$ cat config.mk
export PLATFORM = sky130hd
export DESIGN_NAME = gregorian_day_number_convert
export DESIGN_NICKNAME = d
export VERILOG_FILES = /design/src/rtl/gdnc_pkg.sv /design/src/rtl/gdnc_date2ser.sv /design/src/rtl/gdnc_ser2date.sv /design/src/rtl/gregorian_day_number_convert.sv
export VERILOG_INCLUDE_DIRS = /design/src /design/src/rtl
export SDC_FILE = /design/constraint.sdc
export NUM_CORES = 2
export LEC_CHECK = 0
export BUFFER_PORTS_ARGS = -buffer_cell sky130_fd_sc_hd__buf_2
export CAP_MARGIN = 25
export CELL_PAD_IN_SITES_DETAIL_PLACEMENT = 1
export CELL_PAD_IN_SITES_GLOBAL_PLACEMENT = 1
export CORE_MARGIN = 4
export CORE_UTILIZATION = 45
export CTS_CLUSTER_DIAMETER = 80
export CTS_CLUSTER_SIZE = 30
export DETAILED_ROUTE_END_ITERATION = 7
export PLACE_DENSITY_LB_ADDON = 0.15
export SLEW_MARGIN = 20
export SYNTH_ARGS = -nofsm -noshare
export SYNTH_HDL_FRONTEND = slang
export SYNTH_SLANG_ARGS = --single-unit
$ cat constraint.sdc
create_clock -name clk -period 13.9 [get_ports clk]
set_input_delay 2.78 -clock clk [delete_from_list [all_inputs] [get_ports clk]]
set_output_delay 2.78 -clock clk [all_outputs]
set_load 0.05 [all_outputs]
$ cat src/rtl/gregorian_day_number_convert_macros.svh
// assertion helpers for the converter, used inside the top level scope
`ifndef GREGORIAN_DAY_NUMBER_CONVERT_MACROS_SVH
`define GREGORIAN_DAY_NUMBER_CONVERT_MACROS_SVH

// same-cycle implication
`define GDNC_ASSERT_IMP(lbl, ante, cons, msg) \
	lbl: assert property (@(posedge clk) disable iff (!arst_n) (ante) |-> (cons)) \
		else $error(msg);

// next-cycle implication
`define GDNC_ASSERT_NXT(lbl, ante, cons, msg) \
	lbl: assert property (@(posedge clk) disable iff (!arst_n) (ante) |=> (cons)) \
		else $error(msg);

`endif

$ cat src/rtl/gdnc_pkg.sv
`default_nettype none

package gdnc_pkg;

	localparam int NSTAGES = 9;

	typedef logic [NSTAGES:1] stage_en_t;

	typedef enum logic {
		CMD_TO_SERIAL = 1'b0,
		CMD_TO_DATE   = 1'b1
	} cmd_t;

	typedef struct packed {
		cmd_t cmd;
		logic nz;
	} tag_t;

	localparam logic [14:0] DAY_OFFSET  = 15'd32045;
	localparam logic [7:0]  DAYS_5_MON  = 8'd153;
	localparam logic [10:0] DAYS_4_YR   = 11'd1461;
	localparam logic [17:0] DAYS_400_YR = 18'd146097;
	localparam logic [6:0]  YEAR_CENT   = 7'd100;

	localparam logic signed [15:0] YEAR_BIAS    = 16'sd4800;
	localparam logic signed [15:0] YEAR_BIAS_BC = 16'sd4801;
	localparam logic signed [15:0] YEAR_MIN     = -16'sd4714;
	localparam logic [3:0]         FIRST_MONTH  = 4'd11;
	localparam logic [4:0]         FIRST_DAY    = 5'd25;

	// reciprocals for the constant dividers, quotient = (x * r) >> shift, then one fix-up
	localparam logic [8:0] RECIP_400YR = 9'd459;
	localparam int         SHIFT_400YR = 26;
	localparam logic [7:0] RECIP_4YR   = 8'd179;
	localparam int         SHIFT_4YR   = 18;
	localparam logic [3:0] RECIP_5MON  = 4'd13;
	localparam int         SHIFT_5MON  = 11;
	localparam logic [8:0] RECIP_CENT  = 9'd327;
	localparam int         SHIFT_CENT  = 15;
	// exact for values below 1024, no fix-up needed
	localparam logic [7:0] RECIP_DIV5  = 8'd205;
	localparam int         SHIFT_DIV5  = 10;

	// day count from 1 March to the first of the month
	function automatic logic [8:0] month_offset(input logic [3:0] m);
		logic [8:0] r;
		case (m)
			4'd1:  r = 9'd306;
			4'd2:  r = 9'd337;
			4'd3:  r = 9'd0;
			4'd4:  r = 9'd31;
			4'd5:  r = 9'd61;
			4'd6:  r = 9'd92;
			4'd7:  r = 9'd122;
			4'd8:  r = 9'd153;
			4'd9:  r = 9'd184;
			4'd10: r = 9'd214;
			4'd11: r = 9'd245;
			4'd12: r = 9'd275;
			default: r = 9'd0;
		endcase
		return r;
	endfunction

	function automatic logic [4:0] month_days(input logic [3:0] m, input logic leap);
		logic [4:0] r;
		case (m)
			4'd2:  r = leap ? 5'd29 : 5'd28;
			4'd4:  r = 5'd30;
			4'd6:  r = 5'd30;
			4'd9:  r = 5'd30;
			4'd11: r = 5'd30;
			default: r = 5'd31;
		endcase
		return r;
	endfunction

endpackage

`default_nettype wire

$ cat src/rtl/gdnc_date2ser.sv
`default_nettype none

module gdnc_date2ser import gdnc_pkg::*; (
	input  wire logic               clk,
	input  wire stage_en_t          en,
	input  wire logic signed [14:0] date_year,
	input  wire logic [3:0]         date_month,
	input  wire logic [4:0]         date_day,
	output logic [22:0]             serial,
	output logic                    ok
);

	// stage 1: year bias, march-based year, range checks
	logic signed [15:0] yr_ext;
	logic [15:0]        yy0_w;
	logic               feb_w;
	logic               rng_ok_w;

	assign yr_ext = 16'(date_year);
	assign yy0_w  = 16'(yr_ext + ((yr_ext < 16'sd0) ? YEAR_BIAS_BC : YEAR_BIAS));
	assign feb_w  = date_month <= 4'd2;

	always_comb begin
		rng_ok_w = (date_year != 15'sd0) && (yr_ext >= YEAR_MIN) &&
			(date_month >= 4'd1) && (date_month <= 4'd12) && (date_day != 5'd0);
		// the count starts on 25 november of its first year
		if (yr_ext == YEAR_MIN &&
			(date_month < FIRST_MONTH || (date_month == FIRST_MONTH && date_day < FIRST_DAY))) begin
			rng_ok_w = 1'b0;
		end
	end

	logic [14:0] yy_s1, yy0_s1;
	logic [8:0]  moff_s1;
	logic [3:0]  month_s1;
	logic [4:0]  day_s1;
	logic        ok_s1;

	always_ff @(posedge clk) begin
		if (en[1]) begin
			yy_s1    <= yy0_w[14:0] - 15'(feb_w);
			yy0_s1   <= yy0_w[14:0];
			moff_s1  <= month_offset(date_month);
			month_s1 <= date_month;
			day_s1   <= date_day;
			ok_s1    <= rng_ok_w;
		end
	end

	// stage 2: reciprocal estimates of the century
	logic [23:0] qp_w, qp0_w;
	assign qp_w  = 24'(yy_s1) * 24'(RECIP_CENT);
	assign qp0_w = 24'(yy0_s1) * 24'(RECIP_CENT);

	logic [14:0] yy_s2, yy0_s2;
	logic [7:0]  qe_s2, qe0_s2;
	logic [8:0]  moff_s2;
	logic [3:0]  month_s2;
	logic [4:0]  day_s2;
	logic        ok_s2;

	always_ff @(posedge clk) begin
		if (en[2]) begin
			yy_s2    <= yy_s1;
			yy0_s2   <= yy0_s1;
			qe_s2    <= qp_w[SHIFT_CENT +: 8];
			qe0_s2   <= qp0_w[SHIFT_CENT +: 8];
			moff_s2  <= moff_s1;
			month_s2 <= month_s1;
			day_s2   <= day_s1;
			ok_s2    <= ok_s1;
		end
	end

	// stage 3: fix up the estimates, leap year from the unshifted year
	logic [15:0] rem_w, rem0_w;
	logic [7:0]  q_w, q0_w;
	logic [6:0]  r_w, r0_w;
	logic        leap_w;

	assign rem_w  = 16'(yy_s2) - 16'(qe_s2) * 16'(YEAR_CENT);
	assign rem0_w = 16'(yy0_s2) - 16'(qe0_s2) * 16'(YEAR_CENT);

	always_comb begin
		if (rem_w >= 16'(YEAR_CENT)) begin
			q_w = qe_s2 + 8'd1;
			r_w = 7'(rem_w - 16'(YEAR_CENT));
		end else begin
			q_w = qe_s2;
			r_w = rem_w[6:0];
		end
		if (rem0_w >= 16'(YEAR_CENT)) begin
			q0_w = qe0_s2 + 8'd1;
			r0_w = 7'(rem0_w - 16'(YEAR_CENT));
		end else begin
			q0_w = qe0_s2;
			r0_w = rem0_w[6:0];
		end
		// bias of 4800 keeps the 400-year cycle aligned
		leap_w = (yy0_s2[1:0] == 2'd0) && ((r0_w != 7'd0) || (q0_w[1:0] == 2'd0));
	end

	logic [7:0] q_s3;
	logic [6:0] r_s3;
	logic       leap_s3;
	logic [8:0] moff_s3;
	logic [3:0] month_s3;
	logic [4:0] day_s3;
	logic       ok_s3;

	always_ff @(posedge clk) begin
		if (en[3]) begin
			q_s3     <= q_w;
			r_s3     <= r_w;
			leap_s3  <= leap_w;
			moff_s3  <= moff_s2;
			month_s3 <= month_s2;
			day_s3   <= day_s2;
			ok_s3    <= ok_s2;
		end
	end

	// stage 4: day counts of whole centuries and years, month length check
	logic [25:0] cdays_w;
	logic [17:0] ydays_w;
	assign cdays_w = 26'(q_s3) * 26'(DAYS_400_YR);
	assign ydays_w = 18'(r_s3) * 18'(DAYS_4_YR);

	logic [22:0] cdays_s4;
	logic [15:0] ydays_s4;
	logic [8:0]  moff_s4;
	logic [4:0]  day_s4;
	logic        ok_s4;

	always_ff @(posedge clk) begin
		if (en[4]) begin
			cdays_s4 <= cdays_w[24:2];
			ydays_s4 <= ydays_w[17:2];
			moff_s4  <= moff_s3;
			day_s4   <= day_s3;
			ok_s4    <= ok_s3 && (day_s3 <= month_days(month_s3, leap_s3));
		end
	end

	// stage 5: final sum
	logic [23:0] sum_w;
	assign sum_w = 24'(cdays_s4) + 24'(ydays_s4) + 24'(moff_s4) + 24'(day_s4)
		- 24'(DAY_OFFSET);

	logic [22:0] ser_s5, ser_s6, ser_s7, ser_s8, ser_s9;
	logic        ok_s5, ok_s6, ok_s7, ok_s8, ok_s9;

	always_ff @(posedge clk) begin
		if (en[5]) begin
			ser_s5 <= sum_w[22:0];
			ok_s5  <= ok_s4;
		end
		if (en[6]) begin
			ser_s6 <= ser_s5;
			ok_s6  <= ok_s5;
		end
		if (en[7]) begin
			ser_s7 <= ser_s6;
			ok_s7  <= ok_s6;
		end
		if (en[8]) begin
			ser_s8 <= ser_s7;
			ok_s8  <= ok_s7;
		end
		if (en[9]) begin
			ser_s9 <= ser_s8;
			ok_s9  <= ok_s8;
		end
	end

	assign serial = ser_s9;
	assign ok     = ok_s9;

endmodule

`default_nettype wire

$ cat src/rtl/gdnc_ser2date.sv
`default_nettype none

module gdnc_ser2date import gdnc_pkg::*; (
	input  wire logic        clk,
	input  wire stage_en_t   en,
	input  wire logic [22:0] serial_in,
	output logic signed [15:0] year,
	output logic [3:0]       month,
	output logic [4:0]       day
);

	// stage 1: t = 4 * (serial + offset) - 1
	logic [25:0] t_w;
	assign t_w = ((26'(serial_in) + 26'(DAY_OFFSET)) << 2) - 26'd1;

	logic [25:0] t_s1;
	always_ff @(posedge clk) begin
		if (en[1]) t_s1 <= t_w;
	end

	// stage 2: estimate of the 400-year cycle count
	logic [34:0] cp_w;
	assign cp_w = 35'(t_s1) * 35'(RECIP_400YR);

	logic [25:0] t_s2;
	logic [7:0]  ce_s2;
	always_ff @(posedge clk) begin
		if (en[2]) begin
			t_s2  <= t_s1;
			ce_s2 <= cp_w[SHIFT_400YR +: 8];
		end
	end

	// stage 3: fix up, then round the remainder down to a multiple of four plus 3
	logic [25:0] crem_w;
	logic [7:0]  cent_w;
	logic [17:0] t3_w;

	assign crem_w = t_s2 - 26'(ce_s2) * 26'(DAYS_400_YR);

	always_comb begin
		if (crem_w >= 26'(DAYS_400_YR)) begin
			cent_w = ce_s2 + 8'd1;
			t3_w   = 18'(crem_w - 26'(DAYS_400_YR));
		end else begin
			cent_w = ce_s2;
			t3_w   = crem_w[17:0];
		end
		t3_w[1:0] = 2'b11;
	end

	logic [7:0]  cent_s3;
	logic [17:0] t3_s3;
	always_ff @(posedge clk) begin
		if (en[3]) begin
			cent_s3 <= cent_w;
			t3_s3   <= t3_w;
		end
	end

	// stage 4: estimate of the year inside the century
	logic [25:0] yp_w;
	assign yp_w = 26'(t3_s3) * 26'(RECIP_4YR);

	logic [7:0]  cent_s4;
	logic [17:0] t3_s4;
	logic [6:0]  ye_s4;
	always_ff @(posedge clk) begin
		if (en[4]) begin
			cent_s4 <= cent_s3;
			t3_s4   <= t3_s3;
			ye_s4   <= yp_w[SHIFT_4YR +: 7];
		end
	end

	// stage 5: fix up the year estimate
	logic [17:0] yrem_w;
	logic [6:0]  yq_w;
	logic [10:0] yrem1_w;

	assign yrem_w = t3_s4 - 18'(ye_s4) * 18'(DAYS_4_YR);

	always_comb begin
		if (yrem_w >= 18'(DAYS_4_YR)) begin
			yq_w    = ye_s4 + 7'd1;
			yrem1_w = 11'(yrem_w - 18'(DAYS_4_YR));
		end else begin
			yq_w    = ye_s4;
			yrem1_w = yrem_w[10:0];
		end
	end

	logic [7:0]  cent_s5;
	logic [6:0]  yq_s5;
	logic [10:0] yrem_s5;
	always_ff @(posedge clk) begin
		if (en[5]) begin
			cent_s5 <= cent_s4;
			yq_s5   <= yq_w;
			yrem_s5 <= yrem1_w;
		end
	end

	// stage 6: march-based year, tt = 5 * day_of_year - 3
	logic [14:0] yr_w;
	logic [10:0] tt_w;
	assign yr_w = 15'(cent_s5) * 15'(YEAR_CENT) + 15'(yq_s5);
	assign tt_w = 11'(yrem_s5[10:2]) * 11'd5 + 11'd2;

	logic [14:0] yr_s6;
	logic [10:0] tt_s6;
	always_ff @(posedge clk) begin
		if (en[6]) begin
			yr_s6 <= yr_w;
			tt_s6 <= tt_w;
		end
	end

	// stage 7: month estimate
	logic [14:0] mp_w;
	assign mp_w = 15'(tt_s6) * 15'(RECIP_5MON);

	logic [14:0] yr_s7;
	logic [10:0] tt_s7;
	logic [3:0]  me_s7;
	always_ff @(posedge clk) begin
		if (en[7]) begin
			yr_s7 <= yr_s6;
			tt_s7 <= tt_s6;
			me_s7 <= mp_w[SHIFT_5MON +: 4];
		end
	end

	// stage 8: fix up the month estimate
	logic [10:0] mrem_w;
	logic [3:0]  mon_w;
	logic [7:0]  mrem1_w;

	assign mrem_w = tt_s7 - 11'(me_s7) * 11'(DAYS_5_MON);

	always_comb begin
		if (mrem_w >= 11'(DAYS_5_MON)) begin
			mon_w   = me_s7 + 4'd1;
			mrem1_w = 8'(mrem_w - 11'(DAYS_5_MON));
		end else begin
			mon_w   = me_s7;
			mrem1_w = mrem_w[7:0];
		end
	end

	logic [14:0] yr_s8;
	logic [3:0]  mon_s8;
	logic [7:0]  mrem_s8;
	always_ff @(posedge clk) begin
		if (en[8]) begin
			yr_s8   <= yr_s7;
			mon_s8  <= mon_w;
			mrem_s8 <= mrem1_w;
		end
	end

	// stage 9: day, back to january-based month, drop year zero
	logic [15:0]        dp_w;
	logic               late_w;
	logic signed [15:0] ya_w;
	logic signed [15:0] yb_w;

	assign dp_w   = 16'(mrem_s8) * 16'(RECIP_DIV5);
	assign late_w = mon_s8 >= 4'd10;
	assign ya_w   = $signed(16'(yr_s8) + 16'(late_w)) - YEAR_BIAS;
	assign yb_w   = (ya_w <= 16'sd0) ? ya_w - 16'sd1 : ya_w;

	logic signed [15:0] year_s9;
	logic [3:0]         month_s9;
	logic [4:0]         day_s9;
	always_ff @(posedge clk) begin
		if (en[9]) begin
			year_s9  <= yb_w;
			month_s9 <= late_w ? mon_s8 - 4'd9 : mon_s8 + 4'd3;
			day_s9   <= dp_w[SHIFT_DIV5 +: 5] + 5'd1;
		end
	end

	assign year  = year_s9;
	assign month = month_s9;
	assign day   = day_s9;

endmodule

`default_nettype wire

$ cat src/rtl/gregorian_day_number_convert.sv
// Converts between a proleptic Gregorian date and a serial day number (serial 1 is
// 25 Nov 4714 BC, no year 0, 1 BC is year -1). Each request gives exactly one result.
// Request tuser selects the direction: 0 turns year, month and day into a serial,
// rejecting out-of-range years, months, days and dates that do not exist; 1 turns a
// serial into a date, serial 0 giving all zeros. Both directions run through one
// nine-stage pipeline of reciprocal-multiply constant dividers; a new request is taken
// every cycle unless a stalled output has backed up every stage. Each stage advances on
// its own ready, so empty stages close up while the output is stalled.
`default_nettype none

`include "gregorian_day_number_convert_macros.svh"

module gregorian_day_number_convert import gdnc_pkg::*; (
	input  wire logic        clk,
	input  wire logic        arst_n,
	input  wire logic        s_tvalid,
	output logic             s_tready,
	input  wire logic [47:0] s_tdata,  // date_year[14:0], date_month[18:15],
	                                   // date_day[23:19], serial_in[46:24], pad
	input  wire logic        s_tuser,  // cmd
	output logic             m_tvalid,
	input  wire logic        m_tready,
	output logic [47:0]      m_tdata,  // serial_out[22:0], year_out[38:23],
	                                   // month_out[42:39], day_out[47:43]
	output logic             m_tuser   // valid_res
);

	logic signed [14:0] date_year;
	logic [3:0]         date_month;
	logic [4:0]         date_day;
	logic [22:0]        serial_in;
	cmd_t               cmd;

	assign date_year  = s_tdata[14:0];
	assign date_month = s_tdata[18:15];
	assign date_day   = s_tdata[23:19];
	assign serial_in  = s_tdata[46:24];
	assign cmd        = cmd_t'(s_tuser);

	// per-stage valid and ready
	logic [NSTAGES:1] vld_q;
	stage_en_t        rdy;

	always_comb begin
		rdy[NSTAGES] = !vld_q[NSTAGES] || m_tready;
		for (int k = NSTAGES - 1; k >= 1; k--) begin
			rdy[k] = !vld_q[k] || rdy[k + 1];
		end
	end

	always_ff @(posedge clk or negedge arst_n) begin
		if (!arst_n) begin
			vld_q <= '0;
		end else begin
			if (rdy[1]) vld_q[1] <= s_tvalid;
			for (int k = 2; k <= NSTAGES; k++) begin
				if (rdy[k]) vld_q[k] <= vld_q[k - 1];
			end
		end
	end

	// direction and nonzero serial follow each request
	tag_t tag_s [1:NSTAGES];

	always_ff @(posedge clk) begin
		if (rdy[1]) tag_s[1] <= '{cmd: cmd, nz: serial_in != 23'd0};
		for (int k = 2; k <= NSTAGES; k++) begin
			if (rdy[k]) tag_s[k] <= tag_s[k - 1];
		end
	end

	logic [22:0]        d2s_serial;
	logic               d2s_ok;
	logic signed [15:0] s2d_year;
	logic [3:0]         s2d_month;
	logic [4:0]         s2d_day;

	gdnc_date2ser u_date2ser (
		.clk        (clk),
		.en         (rdy),
		.date_year  (date_year),
		.date_month (date_month),
		.date_day   (date_day),
		.serial     (d2s_serial),
		.ok         (d2s_ok)
	);

	gdnc_ser2date u_ser2date (
		.clk       (clk),
		.en        (rdy),
		.serial_in (serial_in),
		.year      (s2d_year),
		.month     (s2d_month),
		.day       (s2d_day)
	);

	logic               to_date;
	logic               date_ok;
	logic               serial_ok;
	logic [22:0]        serial_out;
	logic signed [15:0] year_out;
	logic [3:0]         month_out;
	logic [4:0]         day_out;

	assign to_date    = tag_s[NSTAGES].cmd == CMD_TO_DATE;
	assign date_ok    = to_date && tag_s[NSTAGES].nz;
	assign serial_ok  = !to_date && d2s_ok;
	assign serial_out = serial_ok ? d2s_serial : 23'd0;
	assign year_out   = date_ok ? s2d_year : 16'sd0;
	assign month_out  = date_ok ? s2d_month : 4'd0;
	assign day_out    = date_ok ? s2d_day : 5'd0;

	assign s_tready = rdy[1];
	assign m_tvalid = vld_q[NSTAGES];
	assign m_tdata  = {day_out, month_out, year_out, serial_out};
	assign m_tuser  = date_ok || serial_ok;

	`GDNC_ASSERT_IMP(a_reject_zero, m_tvalid && !m_tuser, m_tdata == 48'd0, "rejected request carries data")
	`GDNC_ASSERT_IMP(a_one_direction, m_tvalid && month_out != 4'd0, serial_out == 23'd0, "date and serial both set")
	`GDNC_ASSERT_IMP(a_date_range, m_tvalid && m_tuser && serial_out == 23'd0, month_out >= 4'd1 && month_out <= 4'd12 && day_out != 5'd0, "date result out of range")
	`GDNC_ASSERT_IMP(a_ready_drained, !m_tvalid, s_tready, "pipeline stalled with empty output")
	`GDNC_ASSERT_NXT(a_stall_keeps, vld_q[NSTAGES] && !m_tready && vld_q[NSTAGES - 1], vld_q[NSTAGES] && vld_q[NSTAGES - 1], "stalled request dropped")

endmodule

`default_nettype wire

Word-level counts from Yosys, hierarchy flattened
Memories as Yosys holds them, arrays and structs flattened. A register that Yosys moved wholly into a read port is not among the register bits. Index checks and enable logic that the tools add are counted.

Register bits after elaboration: 572. Bits in writable memories: 18. Memory bits (read-only): 144. Input port bits: 53. Output and inout port bits: 51. Word-level logic and storage cells: 213. Memories kept: 2.

Memories: (name not given) (words 16, width 9, read ports 1, clocked after Yosys merged registers in 1, wr ports 0, RTL line gdnc_pkg.sv:47) `case (m)`; tag_s (words 9, width 2, read ports 9, clocked after Yosys merged registers in 0, wr ports 9, RTL line gregorian_day_number_convert.sv:63) `tag_t tag_s [1:NSTAGES];`.

$add $sub $neg: 31. Multipliers: 15. Magnitude comparators: 15. Equal/unequal tests: 7. Muxes and demuxes: 38. Reduce and logical (&&, ||, !) cells: 39.

Operators with widths (number): 15-bit by 9-bit multiplier with 23-bit output, second input constant (2); 8-bit by 5-bit multiplier with 13-bit output, second input constant (3); 7-bit by 11-bit multiplier with 18-bit output, second input constant (2); 26-bit by 9-bit multiplier with 34-bit output, second input constant (1); 16-bit by 7-bit >= comparator with 1-bit output, second input constant (2); 16-bit 2-to-1 mux (2); 15-bit by 15-bit subtractor with 16-bit output (2); 26-bit by 18-bit >= comparator with 1-bit output, second input constant (1); 8-bit by 18-bit multiplier with 26-bit output, second input constant (1); 26-bit by 1-bit subtractor with 26-bit output, second input constant (1); 26-bit subtractor (1); 18-bit by 8-bit multiplier with 25-bit output, second input constant (1); 8-bit by 18-bit multiplier with 25-bit output, second input constant (1); 23-bit by 15-bit adder with 24-bit output, second input constant (1); 8-bit 2-to-1 mux (3); 23-bit by 16-bit adder with 23-bit output (1); 23-bit by 5-bit adder with 23-bit output (1); 23-bit by 9-bit adder with 23-bit output (1); 23-bit 2-to-1 mux (1); 23-bit nonzero test (1); 23-bit by 15-bit subtractor with 23-bit output, second input constant (1); 7-bit 2-to-1 mux (3); 1-bit 2-to-1 mux (20); 18-bit by 11-bit >= comparator with 1-bit output, second input constant (1); 53 further kinds (91).

Depth between registers and ports, before layout
Depth after elaboration: 12. Gate-level depth with buffers: 23. Depth with buffers taken out: 22.

Hierarchy
A second synthesis with hierarchy kept.

Cells, all modules: 4290. Area total of the unflattened synthesis: 49745.2 um^2.

By module, submodules not included: gdnc_ser2date (instances 1, cells each 2361, area an instance 25667.1 um^2, sequential area each 7297.0 um^2); gdnc_date2ser (instances 1, cells each 1816, area an instance 22781.8 um^2, sequential area each 9699.3 um^2); gregorian_day_number_convert (instances 1, cells each 113, area an instance 1296.2 um^2, sequential area each 765.7 um^2).

Least setup slack after synthesis
Ideal clock, no wire load.

Kind: input to output. From: in m_tready. To: out s_tready. Arrival time: 8.227 ns. Data required time: 11.120 ns. Slack: 2.893 ns. Stages: 6. Buffers on the path: 0. Path through: nor2b_1 > and2_1 > and3_1 > nand3_1 > nor2_1 > nand3_1.

Word-level cells in the longest chain between the ends: 9.

Ends and longest elaborated chain: from (decl) (RTL line gregorian_day_number_convert.sv:22) `input wire logic m_tready,`; 1-bit logical OR (RTL line gregorian_day_number_convert.sv:45) `rdy[NSTAGES] = !vld_q[NSTAGES] || m_tready;`; 1-bit logical OR (5 in a row) (RTL line gregorian_day_number_convert.sv:47) `rdy[k] = !vld_q[k] || rdy[k + 1];`; named net rdy[3] (RTL line gregorian_day_number_convert.sv:42) `stage_en_t rdy;`; 1-bit logical OR (3 in a row) (RTL line gregorian_day_number_convert.sv:47); to (decl) (RTL line gregorian_day_number_convert.sv:17) `output logic s_tready,`.

The timed path passes the listed nets, and every way through them passes these cells.

Worst setup path in the final report
Same ends and word-level chain as after synthesis.

==> results.py <==
metrics = {
    "layout": {
        "nNetsFinal": 5597,
        "area.growth.synth_to_final_pct": 8.10,
        "diodes": 0,
        "stdcell_count": 5758,
        "drive_above_1_share": 0.0563,
    },
    "drt": {
        "routed_via_density": 5.18,
        "drtIter0Drc": 1059,
        "ant_nets": 0,
        "vias": 29855,
        "drcViolationCount": 0,
        "drt_pre_antenna_iters": 4,
        "routedWlPerCell_um": 17.1,
        "wl_um": 98300,
    },
    "timing": {
        "finalHoldViolations": 0,
        "tightest_slew_ps": 854,
        "fin_setup_tns_ps": 0,
        "rsz0062_at_grt": "false",
        "finalCriticalPeriod_ps": 8530,
        "report.final.slew_viol_count": 0,
        "fin_skew_ps": 31.9,
        "finalCritPeriodShare": 0.614,
        "max_freq_ghz": 0.117,
        "relSlewSlack": 0.425,
        "setup_viol": 0,
    },
    "setup_path": {
        "cp-start-kind": "input pin",
        "worst_path_largest_cell_delay_ps": 620,
        "critical_path_class": "in2out",
        "critPathRequiredTime_ps": 11120,
        "critical_path.slowest_cell": "nor2_1",
        "crit_path_end_kind": "output pin",
        "critPathMaxFanout": 35,
        "arrival_ps": 5750,
        "path_buf_inv": 2,
        "cpLargestDelayFamily": "simple AND/OR/NAND/NOR gates",
        "crit_chain": "buf_2 > nor2b_1 > and2_1 > and3_1 > nand3_4 > nor2_1 > nand3_4 > buf_2",
    },
    "yosys": {
        "async_reset_ff_frac": 0.0152,
        "syn_nets": 5474,
        "ys_seq_area_frac": 0.361,
        "netlist_instances": 4198,
        "yosys_warnings": 0,
        "synth_edf_count": 584,
        "ys.flop_type": "edfxtp_1",
        "netlist_area_um2": 49100,
        "avgSynthCellArea_um2": 11.7,
        "ys_seq_elements": 593,
        "yosys.cell_types.count": 87,
    },
    "global_routing": {
        "use_met3": 0.0189,
        "grt_use_met1": 0.232,
        "grt-busiest-layer": "met2",
        "antenna_found_initial": 2,
        "grt_max_degree": 62,
        "grt_pass1_vias": 32838,
        "use_met2": 0.314,
        "grt_pass1_wl_um": 167000,
        "grt_overflow": 0,
        "grt_use_total": 0.176,
    },
    "clock_network": {
        "cts_tree": "built",
        "cts_max_level": 2,
        "cts_resized": 0,
        "path_clk_slew_ps": 110,
        "clockBufferDepth": 3,
        "clk_latency_ps": 650,
        "postCtsHoldBufs": 0,
        "post_cts_buffers": 0,
        "cts-root-buf": "clkbuf_16",
        "cts_buffers": 43,
        "clock_sinks": 593,
    },
    "job": {
        "maxCapViolCount": 0,
    },
    "floorplan": {
        "rows": 120,
        "start_util": 0.456,
        "die_y_um": 338,
        "core_um2": 108000,
        "io_pins": 104,
        "die_w_um": 338,
        "die_area_um2": 115000,
    },
    "placed_design": {
        "gp_congestion": 0.827,
        "placed_cells": 5678,
        "dp.final_hpwl_um": 80600,
        "port_buffers": 102,
    },
    "hold_path": {
        "min_path_type": "reg2reg",
    },
    "run_status": {
        "status": "complete, no violations",
    },
}
[registers in the layout, summed over array words and instances, names as in the netlist, 11 cells and up]
signal	count
tag_s	18
u_date2ser.cdays_s4	23
u_date2ser.ser_s5	23
u_date2ser.ser_s6	23
u_date2ser.ser_s7	23
u_date2ser.ser_s8	23
u_date2ser.serial	23
u_date2ser.ydays_s4	16
u_date2ser.yy0_s1	15
u_date2ser.yy0_s2	15
u_date2ser.yy_s1	15
u_date2ser.yy_s2	15
u_ser2date.t3_s3	16
u_ser2date.t3_s4	16
u_ser2date.t_s1	24
u_ser2date.t_s2	24
u_ser2date.tt_s6	11
u_ser2date.tt_s7	11
u_ser2date.year	16
u_ser2date.yr_s6	15
u_ser2date.yr_s7	15
u_ser2date.yr_s8	15
[logic make-up after synthesis]
kind of cell,after synthesis,synth area share
xor gates and xnor gates,330,0.0588
AOI/OAI and AO/OA,577,0.0783
buffers and inverters,780,0.0599
DFF,593,0.361
muxes,16,0.00336
and+or+nand+nor,678,0.0704
adders and majority gates,1224,0.368
[area by class of cell]
type                       instances  area, um2
clock buffer                      48       1150
clock inverter                    31        571
sequential                       593      17800
multi-input combinational       2825      28500
fill                           11414      54700
inverter                         744       2800
timing repair buffer             114        618
tap                             1403       1760
[layer usage]
metal / vias up / routed length, um
met5: - / 0
met4: 0 / 2240
met3: 114 / 2140
met2: 236 / 48700
met1: 14775 / 45300
li1: 14730 / -
[layout by cell type, fill, tap and decap left out, types with 97 or more instances in the layout]
master / netlist / final
a21oi_1: 154 / 154
edfxtp_1: 584 / 584
nor2_1: 161 / 161
o21ai_0: 97 / 97
fa_1: 368 / 368
ha_1: 855 / 855
xor2_1: 103 / 103
buf_2: 2 / 102
xnor2_1: 227 / 227
nand2_1: 131 / 128
inv_1: 744 / 740
[Yosys cell counts, types with 8 or more instances]
cell       number  area, um2
or2_2          14       87.6
or3_1          25        156
a21oi_1       154        771
o2111ai_1       8       70.1
fa_1          368       7370
o211ai_1       12       90.1
mux2i_1        12        120
o31ai_1        11       82.6
a21boi_0       17        128
edfxtp_1      584      17500
nand4_1        29        181
clkbuf_1       31        116
and3_1         40        250
nor3b_1        13       97.6
nor4_1         16        100
dfrtp_1         9        225
a21o_1         51        383
nand2b_1       30        188
ha_1          855      10700
xnor2_1       227       1990
xor2_1        103        902
a211oi_1       24        180
nor2b_1        36        225
and2_1         34        213
nor2_1        161        604
nor3_1         68        340
a31oi_1        19        119
nand2_1       131        492
inv_1         744       2790
a211o_1         9       78.8
o21bai_1       41        308
o21a_1         41        308
o21ai_0        97        485
nand3_1        50        250
[per-stage QoR]
| stage | area, um2 | util | setup slack (ps) | hold slack (ps) |
|---|---|---|---|---|
| finish | 53100 | 0.493 | 5370 | 405 |
| global route | 53100 | 0.493 | 5120 | 399 |
| CTS | 53100 | 0.493 | 5320 | 403 |
| detailed placement | 51400 | 0.477 | 5350 | 405 |
| global placement | 51400 | 0.477 | 5530 | 400 |
| floorplan | 49100 | - | 2890 | 400 |
[worst reg2reg max path: cells and delay by family, from the launching register on]
kind / cells / cell delay [ps]
compound gates: 5 / 1450
buf+inv: 4 / 610
mux: 1 / 400
simple gates: 3 / 720
flops: 1 / 670
fa+ha+maj: 5 / 2510
[final timing paths]
kind	slack [ps]	cells past startpoint	startpoint	to
min	400	0	u_date2ser.day_s1[0]$_DFFE_PP_	u_date2ser.day_s2[0]$_DFFE_PP_
max reg2reg	7310	18	u_ser2date.ce_s2[0]$_DFFE_PP_	u_ser2date.cent_s3[1]$_DFFE_PP_
min in group asynchronous	2030	1	arst_n	vld_q[7]$_DFFE_PN0P_
max	5370	8	m_tready	s_tready
max in group asynchronous	11590	1	arst_n	vld_q[3]$_DFFE_PN0P_
min reg2reg	400	0	u_date2ser.day_s1[0]$_DFFE_PP_	u_date2ser.day_s2[0]$_DFFE_PP_
Power is not shown: default switching activity piles up to over one toggle a cycle in this logic, so the estimate is an artifact.
